===== src/xbr_pkg.sv =====
// Package for the XMODEM block receiver: protocol byte codes, phase encoding,
// queue item and result types, and the CRC-16/XMODEM byte update.
// No dependencies.
`default_nettype none

package xbr_pkg;

  // Protocol bytes
  localparam logic [7:0] BYTE_SOH        = 8'h01;
  localparam logic [7:0] BYTE_EOT        = 8'h04;
  localparam logic [7:0] BYTE_ACK        = 8'h06;
  localparam logic [7:0] BYTE_NAK        = 8'h15;
  localparam logic [7:0] BYTE_CAN        = 8'h18;
  localparam logic [7:0] BYTE_INVITE_CRC = 8'h43;
  localparam logic [7:0] BYTE_PAD        = 8'd26;

  localparam logic [15:0] CRC_POLY = 16'h1021;

  // Link status codes
  localparam logic [1:0] LINK_RUNNING   = 2'd0;
  localparam logic [1:0] LINK_EOT       = 2'd1;
  localparam logic [1:0] LINK_CANCELLED = 2'd2;
  localparam logic [1:0] LINK_FAILED    = 2'd3;

  // Input opcodes
  localparam logic OP_START = 1'b0;
  localparam logic OP_BYTE  = 1'b1;

  // Register indexes on the config port
  localparam logic REG_CRC_MODE = 1'b0;
  localparam logic REG_TRIES    = 1'b1;

  // Queue between front and back
  localparam int unsigned Q_DEPTH = 2;
  localparam int unsigned Q_PTR_W = 1;
  localparam int unsigned Q_CNT_W = 2;

  typedef enum logic [7:0] {
    PH_IDLE      = 8'b0000_0001,
    PH_HANDSHAKE = 8'b0000_0010,
    PH_HEADER    = 8'b0000_0100,
    PH_NUMBER    = 8'b0000_1000,
    PH_COMPL     = 8'b0001_0000,
    PH_DATA      = 8'b0010_0000,
    PH_CHECK_HI  = 8'b0100_0000,
    PH_CHECK_LO  = 8'b1000_0000
  } phase_e;

  // Classified input item
  typedef struct packed {
    logic       start;
    logic [7:0] rx_byte;
    logic       is_soh;
    logic       is_eot;
    logic       is_can;
    logic       is_pad;
  } item_t;

  typedef struct packed {
    logic       crc_mode;
    logic [3:0] handshake_tries;
  } cfg_t;

  typedef struct packed {
    logic       tx_valid;
    logic [7:0] tx_byte;
    logic       data_valid;
    logic [7:0] data_byte;
    logic       data_is_padding;
    logic       block_end;
    logic       block_good;
    logic [7:0] block_number;
    logic [1:0] link_status;
  } res_t;

  // CRC-16/XMODEM, one byte, MSB first
  function automatic logic [15:0] crc_byte(input logic [15:0] crc, input logic [7:0] b);
    logic [15:0] c;
    c = crc ^ {b, 8'h00};
    for (int i = 0; i < 8; i++) begin
      if (c[15]) begin
        c = {c[14:0], 1'b0} ^ CRC_POLY;
      end else begin
        c = {c[14:0], 1'b0};
      end
    end
    return c;
  endfunction

endpackage

`default_nettype wire


===== src/xbr_if.sv =====
// Valid/ready channel interfaces for the XMODEM block receiver:
// the input item channel and the result channel. No dependencies.
`default_nettype none

interface xbr_in_if;
  logic       valid;
  logic       ready;
  logic       opcode;
  logic [7:0] rx_byte;

  modport source (output valid, output opcode, output rx_byte, input ready);
  modport sink   (input valid, input opcode, input rx_byte, output ready);
endinterface

interface xbr_out_if;
  logic       valid;
  logic       ready;
  logic       tx_valid;
  logic [7:0] tx_byte;
  logic       data_valid;
  logic [7:0] data_byte;
  logic       data_is_padding;
  logic       block_end;
  logic       block_good;
  logic [7:0] block_number;
  logic [1:0] link_status;

  modport source (output valid, output tx_valid, output tx_byte, output data_valid,
                  output data_byte, output data_is_padding, output block_end,
                  output block_good, output block_number, output link_status,
                  input ready);
  modport sink   (input valid, input tx_valid, input tx_byte, input data_valid,
                  input data_byte, input data_is_padding, input block_end,
                  input block_good, input block_number, input link_status,
                  output ready);
endinterface

`default_nettype wire


===== src/xbr_front.sv =====
// Front end: accepts input items, classifies the byte and holds them in a
// two-entry queue for the back end. Depends on xbr_pkg.
`default_nettype none

module xbr_front (
  input  wire logic           clk_i,
  input  wire logic           rst_ni,
  input  wire logic           in_valid_i,
  output logic                in_ready_o,
  input  wire logic           in_opcode_i,
  input  wire logic [7:0]     in_byte_i,
  output logic                item_valid_o,
  output xbr_pkg::item_t      item_o,
  input  wire logic           item_pop_i
);

  xbr_pkg::item_t                 entry_q [xbr_pkg::Q_DEPTH];
  logic [xbr_pkg::Q_PTR_W-1:0]    wr_ptr_q, wr_ptr_d;
  logic [xbr_pkg::Q_PTR_W-1:0]    rd_ptr_q, rd_ptr_d;
  logic [xbr_pkg::Q_CNT_W-1:0]    count_q, count_d;
  xbr_pkg::item_t                 item_new;
  logic                           push;

  // Classify the incoming byte
  always_comb begin
    item_new.start   = (in_opcode_i == xbr_pkg::OP_START);
    item_new.rx_byte = in_byte_i;
    item_new.is_soh  = (in_byte_i == xbr_pkg::BYTE_SOH);
    item_new.is_eot  = (in_byte_i == xbr_pkg::BYTE_EOT);
    item_new.is_can  = (in_byte_i == xbr_pkg::BYTE_CAN);
    item_new.is_pad  = (in_byte_i == xbr_pkg::BYTE_PAD);
  end

  assign in_ready_o   = (count_q != xbr_pkg::Q_CNT_W'(xbr_pkg::Q_DEPTH));
  assign push         = in_valid_i && in_ready_o;
  assign item_valid_o = (count_q != '0);
  assign item_o       = entry_q[rd_ptr_q];

  // Queue pointers and fill count
  always_comb begin
    wr_ptr_d = wr_ptr_q;
    rd_ptr_d = rd_ptr_q;
    count_d  = count_q;
    if (push) begin
      wr_ptr_d = wr_ptr_q + 1'b1;
    end
    if (item_pop_i) begin
      rd_ptr_d = rd_ptr_q + 1'b1;
    end
    if (push && !item_pop_i) begin
      count_d = count_q + 1'b1;
    end else if (!push && item_pop_i) begin
      count_d = count_q - 1'b1;
    end
  end

  always_ff @(posedge clk_i or negedge rst_ni) begin
    if (!rst_ni) begin
      wr_ptr_q <= '0;
      rd_ptr_q <= '0;
      count_q  <= '0;
    end else begin
      wr_ptr_q <= wr_ptr_d;
      rd_ptr_q <= rd_ptr_d;
      count_q  <= count_d;
    end
  end

  // Queue storage, no reset
  always_ff @(posedge clk_i) begin
    if (push) begin
      entry_q[wr_ptr_q] <= item_new;
    end
  end

endmodule

`default_nettype wire


===== src/xbr_back.sv =====
// Back end: the XMODEM protocol sequencer with CRC/checksum and the result
// output register. Depends on xbr_pkg.
`default_nettype none

module xbr_back #(
  parameter int unsigned BLOCK_BYTES = 128
) (
  input  wire logic           clk_i,
  input  wire logic           rst_ni,
  input  wire xbr_pkg::cfg_t  cfg_i,
  input  wire logic           item_valid_i,
  input  wire xbr_pkg::item_t item_i,
  output logic                item_pop_o,
  output logic                res_valid_o,
  output xbr_pkg::res_t       res_o,
  input  wire logic           res_ready_i
);

  localparam int unsigned IdxW = (BLOCK_BYTES > 1) ? $clog2(BLOCK_BYTES) : 1;
  localparam logic [IdxW-1:0] LastIdx = IdxW'(BLOCK_BYTES - 1);

  xbr_pkg::phase_e phase_q, phase_d;
  logic [IdxW-1:0] byte_index_q, byte_index_d;
  logic [15:0]     crc_q, crc_d;
  logic [7:0]      sum_q, sum_d;
  logic [7:0]      frame_number_q, frame_number_d;
  logic            number_ok_q, number_ok_d;
  logic [7:0]      crc_high_q, crc_high_d;
  logic [3:0]      tries_q, tries_d;
  logic            out_valid_q, out_valid_d;
  xbr_pkg::res_t   out_q, out_d;
  xbr_pkg::res_t   res;
  logic            res_load;
  logic            check_ok;
  logic            good;
  logic [7:0]      invite;

  // Take the next item whenever the output register can hold a result
  assign item_pop_o = item_valid_i && (!out_valid_q || res_ready_i);
  assign invite     = cfg_i.crc_mode ? xbr_pkg::BYTE_INVITE_CRC : xbr_pkg::BYTE_NAK;

  // Check compare for the verdict byte
  always_comb begin
    if (phase_q == xbr_pkg::PH_CHECK_LO) begin
      check_ok = ({crc_high_q, item_i.rx_byte} == crc_q);
    end else begin
      check_ok = (item_i.rx_byte == sum_q);
    end
    good = number_ok_q && check_ok;
  end

  // Protocol sequencer
  always_comb begin
    phase_d        = phase_q;
    byte_index_d   = byte_index_q;
    crc_d          = crc_q;
    sum_d          = sum_q;
    frame_number_d = frame_number_q;
    number_ok_d    = number_ok_q;
    crc_high_d     = crc_high_q;
    tries_d        = tries_q;
    res            = '0;
    res_load       = 1'b0;
    if (item_pop_o) begin
      if (item_i.start) begin
        phase_d        = xbr_pkg::PH_HANDSHAKE;
        byte_index_d   = '0;
        crc_d          = '0;
        sum_d          = '0;
        frame_number_d = '0;
        number_ok_d    = 1'b0;
        crc_high_d     = '0;
        tries_d        = 4'd1;
        res.tx_valid   = 1'b1;
        res.tx_byte    = invite;
        res_load       = 1'b1;
      end else begin
        case (phase_q)
          xbr_pkg::PH_HANDSHAKE: begin
            if (item_i.is_soh) begin
              crc_d   = '0;
              sum_d   = '0;
              phase_d = xbr_pkg::PH_NUMBER;
            end else if (tries_q >= cfg_i.handshake_tries) begin
              phase_d         = xbr_pkg::PH_IDLE;
              res.link_status = xbr_pkg::LINK_FAILED;
              res_load        = 1'b1;
            end else begin
              tries_d      = tries_q + 4'd1;
              res.tx_valid = 1'b1;
              res.tx_byte  = invite;
              res_load     = 1'b1;
            end
          end
          xbr_pkg::PH_HEADER: begin
            if (item_i.is_soh) begin
              crc_d   = '0;
              sum_d   = '0;
              phase_d = xbr_pkg::PH_NUMBER;
            end else if (item_i.is_eot || item_i.is_can) begin
              res.tx_valid    = 1'b1;
              res.tx_byte     = xbr_pkg::BYTE_ACK;
              res.link_status = item_i.is_eot ? xbr_pkg::LINK_EOT
                                              : xbr_pkg::LINK_CANCELLED;
              res_load        = 1'b1;
              phase_d         = xbr_pkg::PH_IDLE;
            end
          end
          xbr_pkg::PH_NUMBER: begin
            frame_number_d = item_i.rx_byte;
            phase_d        = xbr_pkg::PH_COMPL;
          end
          xbr_pkg::PH_COMPL: begin
            number_ok_d  = (item_i.rx_byte == ~frame_number_q);
            byte_index_d = '0;
            phase_d      = xbr_pkg::PH_DATA;
          end
          xbr_pkg::PH_DATA: begin
            crc_d               = xbr_pkg::crc_byte(crc_q, item_i.rx_byte);
            sum_d               = sum_q + item_i.rx_byte;
            res.data_valid      = 1'b1;
            res.data_byte       = item_i.rx_byte;
            res.data_is_padding = item_i.is_pad;
            res_load            = 1'b1;
            if (byte_index_q == LastIdx) begin
              byte_index_d = '0;
              phase_d      = xbr_pkg::PH_CHECK_HI;
            end else begin
              byte_index_d = byte_index_q + 1'b1;
            end
          end
          xbr_pkg::PH_CHECK_HI, xbr_pkg::PH_CHECK_LO: begin
            if (phase_q == xbr_pkg::PH_CHECK_HI && cfg_i.crc_mode) begin
              crc_high_d = item_i.rx_byte;
              phase_d    = xbr_pkg::PH_CHECK_LO;
            end else begin
              // verdict: one ACK or NAK with the block flags
              res.tx_valid     = 1'b1;
              res.tx_byte      = good ? xbr_pkg::BYTE_ACK : xbr_pkg::BYTE_NAK;
              res.block_end    = 1'b1;
              res.block_good   = good;
              res.block_number = frame_number_q;
              res_load         = 1'b1;
              phase_d          = xbr_pkg::PH_HEADER;
            end
          end
          default: begin
            // idle: bytes are dropped
          end
        endcase
      end
    end
  end

  // Output register
  always_comb begin
    out_valid_d = out_valid_q;
    out_d       = out_q;
    if (res_load) begin
      out_valid_d = 1'b1;
      out_d       = res;
    end else if (res_ready_i) begin
      out_valid_d = 1'b0;
    end
  end

  always_ff @(posedge clk_i or negedge rst_ni) begin
    if (!rst_ni) begin
      phase_q        <= xbr_pkg::PH_IDLE;
      byte_index_q   <= '0;
      crc_q          <= '0;
      sum_q          <= '0;
      frame_number_q <= '0;
      number_ok_q    <= 1'b0;
      crc_high_q     <= '0;
      tries_q        <= '0;
      out_valid_q    <= 1'b0;
    end else begin
      phase_q        <= phase_d;
      byte_index_q   <= byte_index_d;
      crc_q          <= crc_d;
      sum_q          <= sum_d;
      frame_number_q <= frame_number_d;
      number_ok_q    <= number_ok_d;
      crc_high_q     <= crc_high_d;
      tries_q        <= tries_d;
      out_valid_q    <= out_valid_d;
    end
  end

  always_ff @(posedge clk_i) begin
    out_q <= out_d;
  end

  assign res_valid_o = out_valid_q;
  assign res_o       = out_q;

endmodule

`default_nettype wire


===== src/xmodem_block_receiver_unit.sv =====
// Top level of the XMODEM block receiver: config registers on an APB-style
// port, front classifier/queue and back protocol sequencer.
// Depends on xbr_pkg, xbr_if, xbr_front and xbr_back.
//
//   channel  | dir | transfer when      | payload
//   in_if    | in  | valid && ready     | opcode, rx_byte
//   out_if   | out | valid && ready     | tx/data/block fields, link_status
//   apb      | in  | psel&penable&pwrite| paddr, pwdata (prdata on reads)
//
// One item per cycle sustained unless the output stalls; the sequencer
// updates CRC and sum for a byte as it takes the byte. An item waits in
// the queue, and its result in the output register.
// Reset clears the phase, counters, queue and output valid; no clearing pass.
// A stalled output holds its result; the two-entry queue keeps taking input
// until it fills.
`default_nettype none

module xmodem_block_receiver_unit #(
  parameter int unsigned BLOCK_BYTES = 128
) (
  input  wire logic        clk_i,
  input  wire logic        rst_ni,
  input  wire logic        psel,
  input  wire logic        penable,
  input  wire logic        pwrite,
  input  wire logic [2:0]  paddr,
  input  wire logic [31:0] pwdata,
  output logic [31:0]      prdata,
  output logic             pready,
  xbr_in_if.sink           in_if,
  xbr_out_if.source        out_if
);

  xbr_pkg::cfg_t  cfg_q, cfg_d;
  xbr_pkg::item_t item;
  xbr_pkg::res_t  res;
  logic           item_valid;
  logic           item_pop;
  logic           cfg_write;
  logic           reg_sel;

  // Config register file
  assign pready    = 1'b1;
  assign reg_sel   = paddr[2];
  assign cfg_write = psel && penable && pwrite && pready;

  always_comb begin
    cfg_d = cfg_q;
    if (cfg_write) begin
      case (reg_sel)
        xbr_pkg::REG_CRC_MODE: cfg_d.crc_mode        = pwdata[0];
        xbr_pkg::REG_TRIES:    cfg_d.handshake_tries = pwdata[3:0];
        default: begin
        end
      endcase
    end
  end

  always_comb begin
    case (reg_sel)
      xbr_pkg::REG_CRC_MODE: prdata = {31'd0, cfg_q.crc_mode};
      xbr_pkg::REG_TRIES:    prdata = {28'd0, cfg_q.handshake_tries};
      default:               prdata = '0;
    endcase
  end

  always_ff @(posedge clk_i or negedge rst_ni) begin
    if (!rst_ni) begin
      cfg_q.crc_mode        <= 1'b1;
      cfg_q.handshake_tries <= 4'd6;
    end else begin
      cfg_q <= cfg_d;
    end
  end

  // Front: accept and classify
  xbr_front u_front (
    .clk_i        (clk_i),
    .rst_ni       (rst_ni),
    .in_valid_i   (in_if.valid),
    .in_ready_o   (in_if.ready),
    .in_opcode_i  (in_if.opcode),
    .in_byte_i    (in_if.rx_byte),
    .item_valid_o (item_valid),
    .item_o       (item),
    .item_pop_i   (item_pop)
  );

  // Back: protocol sequencer and output register
  xbr_back #(
    .BLOCK_BYTES (BLOCK_BYTES)
  ) u_back (
    .clk_i        (clk_i),
    .rst_ni       (rst_ni),
    .cfg_i        (cfg_q),
    .item_valid_i (item_valid),
    .item_i       (item),
    .item_pop_o   (item_pop),
    .res_valid_o  (out_if.valid),
    .res_o        (res),
    .res_ready_i  (out_if.ready)
  );

  assign out_if.tx_valid        = res.tx_valid;
  assign out_if.tx_byte         = res.tx_byte;
  assign out_if.data_valid      = res.data_valid;
  assign out_if.data_byte       = res.data_byte;
  assign out_if.data_is_padding = res.data_is_padding;
  assign out_if.block_end       = res.block_end;
  assign out_if.block_good      = res.block_good;
  assign out_if.block_number    = res.block_number;
  assign out_if.link_status     = res.link_status;

endmodule

`default_nettype wire

===== src/flat_wrapper.sv =====
// flat-port wrapper written by rule: the top's interface ports become plain ports
module xmodem_block_receiver_unit_flat 
#(
  parameter int unsigned BLOCK_BYTES = 128
)
  (clk_i, rst_ni, psel, penable, pwrite, paddr, pwdata, prdata, pready, in_if_valid, in_if_opcode, in_if_rx_byte, in_if_ready, out_if_valid, out_if_tx_valid, out_if_tx_byte, out_if_data_valid, out_if_data_byte, out_if_data_is_padding, out_if_block_end, out_if_block_good, out_if_block_number, out_if_link_status, out_if_ready);
  xbr_in_if in_if_i ();
  xbr_out_if out_if_i ();
  input  wire logic clk_i;
  input  wire logic rst_ni;
  input  wire logic psel;
  input  wire logic penable;
  input  wire logic pwrite;
  input  wire logic [2:0] paddr;
  input  wire logic [31:0] pwdata;
  output logic [31:0] prdata;
  output logic pready;
  input wire logic [$bits(in_if_i.valid)-1:0] in_if_valid;
  input wire logic [$bits(in_if_i.opcode)-1:0] in_if_opcode;
  input wire logic [$bits(in_if_i.rx_byte)-1:0] in_if_rx_byte;
  output wire logic [$bits(in_if_i.ready)-1:0] in_if_ready;
  output wire logic [$bits(out_if_i.valid)-1:0] out_if_valid;
  output wire logic [$bits(out_if_i.tx_valid)-1:0] out_if_tx_valid;
  output wire logic [$bits(out_if_i.tx_byte)-1:0] out_if_tx_byte;
  output wire logic [$bits(out_if_i.data_valid)-1:0] out_if_data_valid;
  output wire logic [$bits(out_if_i.data_byte)-1:0] out_if_data_byte;
  output wire logic [$bits(out_if_i.data_is_padding)-1:0] out_if_data_is_padding;
  output wire logic [$bits(out_if_i.block_end)-1:0] out_if_block_end;
  output wire logic [$bits(out_if_i.block_good)-1:0] out_if_block_good;
  output wire logic [$bits(out_if_i.block_number)-1:0] out_if_block_number;
  output wire logic [$bits(out_if_i.link_status)-1:0] out_if_link_status;
  input wire logic [$bits(out_if_i.ready)-1:0] out_if_ready;
  assign in_if_i.valid = in_if_valid;
  assign in_if_i.opcode = in_if_opcode;
  assign in_if_i.rx_byte = in_if_rx_byte;
  assign in_if_ready = in_if_i.ready;
  assign out_if_valid = out_if_i.valid;
  assign out_if_tx_valid = out_if_i.tx_valid;
  assign out_if_tx_byte = out_if_i.tx_byte;
  assign out_if_data_valid = out_if_i.data_valid;
  assign out_if_data_byte = out_if_i.data_byte;
  assign out_if_data_is_padding = out_if_i.data_is_padding;
  assign out_if_block_end = out_if_i.block_end;
  assign out_if_block_good = out_if_i.block_good;
  assign out_if_block_number = out_if_i.block_number;
  assign out_if_link_status = out_if_i.link_status;
  assign out_if_i.ready = out_if_ready;
  xmodem_block_receiver_unit #(.BLOCK_BYTES(BLOCK_BYTES)) u_core (.clk_i(clk_i), .rst_ni(rst_ni), .psel(psel), .penable(penable), .pwrite(pwrite), .paddr(paddr), .pwdata(pwdata), .prdata(prdata), .pready(pready), .in_if(in_if_i), .out_if(out_if_i));
endmodule

===== config.mk =====
export PLATFORM = sky130hd
export DESIGN_NAME = xmodem_block_receiver_unit_flat
export DESIGN_NICKNAME = d
export VERILOG_FILES = /design/src/xbr_pkg.sv /design/src/xbr_if.sv /design/src/xbr_front.sv /design/src/xbr_back.sv /design/src/xmodem_block_receiver_unit.sv /design/src/flat_wrapper.sv
export SDC_FILE = /design/constraint.sdc
export NUM_CORES = 1
export LEC_CHECK = 0
export ABC_CLOCK_PERIOD_IN_PS = 2800
export BUFFER_PORTS_ARGS = -buffer_cell sky130_fd_sc_hd__buf_2
export CORE_MARGIN = 2
export CORE_UTILIZATION = 40
export CTS_BUF_LIST = sky130_fd_sc_hd__clkbuf_16
export DETAILED_ROUTE_END_ITERATION = 8
export MAX_ROUTING_LAYER = met4
export PLACE_DENSITY = 0.72
export SLEW_MARGIN = 15
export SYNTH_ARGS = -nofsm -noshare
export SYNTH_HDL_FRONTEND = slang
export SYNTH_SLANG_ARGS = --single-unit

===== constraint.sdc =====
create_clock -name clk_i -period 2.8 [get_ports clk_i]
set_input_delay 0.42 -clock clk_i [delete_from_list [all_inputs] [get_ports clk_i]]
set_output_delay 0.42 -clock clk_i [all_outputs]
set_load 0.05 [all_outputs]

==> impl_results.md <==
* Outcome: complete, no violations
* Pwr Total at 8.87 mW
* Syn_area_per_cell at 11.2 µm²
* Die W at 132 µm
* CP max stage delay at 0.45 ns
* PD cells at 1160 nW/µm²
* Clock Tree Root: clkbuf_16
* Crit path launch type: register
* Routed vias at 4,495
* Clk sinks at 124
* Crit path launch: u_core.u_front.rd_ptr_q
* Measured slew at the worst slew-check pin at 0.705 ns
* Total wire length at 13.6 mm
* Die Ht at 132 µm
* Maxcap violations at 0
* FF-to-FF Start: u_core.u_front.rd_ptr_q
* Synthesized instance count at 580
* Std cell rows at 46
* DIE AREA at 17,300 µm²
* Hold bufs inserted after CTS at 0
* Core Region at 15,900 µm²
* Commonest non-fill, non-tap cells in the layout: dfrtp_1, buf_2, edfxtp_1, nand2_1, xnor2_1
* Worst path arrival time at 2.73 ns
* Vias in the first global route at 4,508
* Crit share post-route at 91.7%
* Buffers & Inverters on Critical Path at 2
* Sequential-to-total area share from yosys stat at 51.9%
* Yosys Warn Count at 0
* Antenna Violating Nets Remaining at 0
* Residual DRC count at 0
* Crit path time final at 2.57 ns
* CP endpoint kind: register
* First-pass GRT wire length at 22.7 mm
* Worst path required time at 2.97 ns
* Ys flop type: dfrtp_1
* Min-Delay Path Class: in2async
* TNS Setup at 0 ns
* Count of cell types in the netlist at 62
* CP cell instances: buf_12 > mux2i_2 > inv_1 > ha_1 > nor4b_1 > nand2_1 > nor2_1 > o21ai_0 > o311ai_0 > a21oi_1
* Mapped Area at 6500 µm²
* Final Skew at 0.00815 ns
* Crit path max-delay family: simple AND/OR/NAND/NOR gates
* Placed cell areas at 7030 µm²
* Initial core utilization at 40.9%
* PortBufs at 54
* TritonCTS clock tree: built
* # fillers at 1,421
* # diodes at 0
* EDFF count, synth at 54
* Post-DP HPWL at 9.99 mm
* Final #Nets at 724
* Slew Limit Fails at 0
* Finished layout cell area at 7650 µm²
* RSZ-0062 raised after global routing: no
* Fin cells at 887
* Area grow syn2layout at 17.6%
* Max Root-Sink Buffers at 2
* Static leakage at 3.25 nW
* Initial DRC Count at 369
* Critical path type: reg2reg
* Worst path slowest cell: nor4b_1
* Synth Register Bits at 124
* Number of H-tree levels at 4
* Final setup vio count at 0
* Placer congestion estimate at 0.863
* CP Depth at 10
* Fmax at 390 MHz
* Vias per inst at 5.07
* Avg WL per Cell at 15.3 µm
* Hold Fails Final Rpt at 0
* Largest net degree at the start of global routing at 43
* Share of post-route cells with drive strength above 1 at 21.9%
* Worst-path fanout max at 18
* Initial antenna violation count at 0
* FF-to-FF path depth at 10
* Number of placed I/O pins at 117
* VDD IR max at 0.596 mV
* FFs w/ async S/R, synth at 56.5%
* Clk_lat worst skew at 0.43 ns
* DR pass1 iterations at 5
* Clk slew on worst S/H paths at 0.05 ns
* GRT Util Overall at 17.1%
* Final global-route overflow total at 0
* Commonest non-fill, non-tap cell in the layout: dfrtp_1
* Rel. slew slack at 53.0%
* Placed Cells at 855
* CTS Buf Count at 17
==> kinds of logic after synthesis <==
group	after synthesis	share of synthesized area (%)
mux	33	6.43
compound gates	90	9.25
flops	124	51.9
xor+xnor	61	8.21
fa+ha+maj	15	3.00
other cells	2	0.115
simple gates	183	14.5
buf+inv	72	6.50
==> synth_stat cells (7+ instances only) <==
| library cell | n | area [µm²] |
|---|---|---|
| xor2_1 | 17 | 149 |
| nor3_1 | 7 | 35.0 |
| ha_1 | 14 | 175 |
| nand2b_1 | 7 | 43.8 |
| o21ai_0 | 39 | 195 |
| nand4_1 | 12 | 75.1 |
| a21oi_1 | 11 | 55.1 |
| buf_4 | 33 | 248 |
| nand2_1 | 49 | 184 |
| and2_1 | 13 | 81.3 |
| dfrtp_1 | 66 | 1650 |
| inv_1 | 25 | 93.8 |
| nor2_1 | 44 | 165 |
| xnor2_1 | 44 | 385 |
| mux2_2 | 21 | 236 |
| edfxtp_1 | 54 | 1620 |
| nand3_1 | 18 | 90.1 |
==> report_power, final <==
group / internal [mW] / total (mW) / switching [mW]
logic: 1.32 / 3.90 / 2.58
clock network: 1.47 / 2.24 / 0.768
registers: 2.48 / 2.74 / 0.259
==> what timing repair did <==
item	CTS	global route
setup endpoints to repair	0	3
setup buffers	0	0
endpoints found under the hold margin	0	0
gates resized for setup	0	2
==> layout make-up <==
| class | instances | area [µm²] | area share, % |
|---|---|---|---|
| inverters | 25 | 93.8 | 1.23 |
| flip-flops and latches | 124 | 3380 | 44.2 |
| clock buffers | 17 | 425 | 5.56 |
| multi-input cells | 414 | 2830 | 37.0 |
| well taps | 216 | 270 | 3.53 |
| clock inverters | 15 | 183 | 2.39 |
| repair buffers | 76 | 473 | 6.18 |
==> metrics by stage <==
step	setup slack [ns]	util [%]	hold WS, ns
floorplan	0.285	-	0.124
detailed placement	0.195	44.3	0.487
finish	0.234	48.2	0.0463
global route	0.0162	48.2	0.100
global placement	0.185	44.3	0.471
CTS	0.174	48.1	0.0603
==> worst paths after layout <==
path                       slack, ns                            end
max in group asynchronous       2.01                u_core.cfg_q[4]
setup reg to reg                0.23        u_core.u_back.res_o[22]
setup / recovery                0.23        u_core.u_back.res_o[22]
min in group clk_i              0.20  u_core.u_front.entry_q[0][11]
hold reg to reg                 0.49        u_core.u_front.wr_ptr_q
hold / removal                  0.05         u_core.u_back.crc_q[1]
==> sequential cells by signal, indices dropped and copies added (netlist names), 5 cells and up <==
| signal | count |
|---|---|
| u_core.u_back.crc_q | 16 |
| u_core.u_back.byte_index_q | 7 |
| u_core.u_back.sum_q | 8 |
| u_core.u_back.frame_number_q | 8 |
| u_core.u_back.res_o | 28 |
| u_core.u_back.phase_q | 8 |
| u_core.u_back.crc_high_q | 8 |
| u_core.u_front.entry_q | 26 |
| u_core.cfg_q | 5 |
==> layer usage <==
layer | vias to the layer above | part of all wire, % | GRT usage, %
met3 | 16 | 6.6 | 4.24
met4 | 0 | 1.6 | 6.40
met5 | - | 0 | -
met2 | 165 | 47 | 26.7
li1 | 2149 | - | -
met1 | 2165 | 45 | 21.7
No activity file was read; power rests on OpenSTA's default activity.
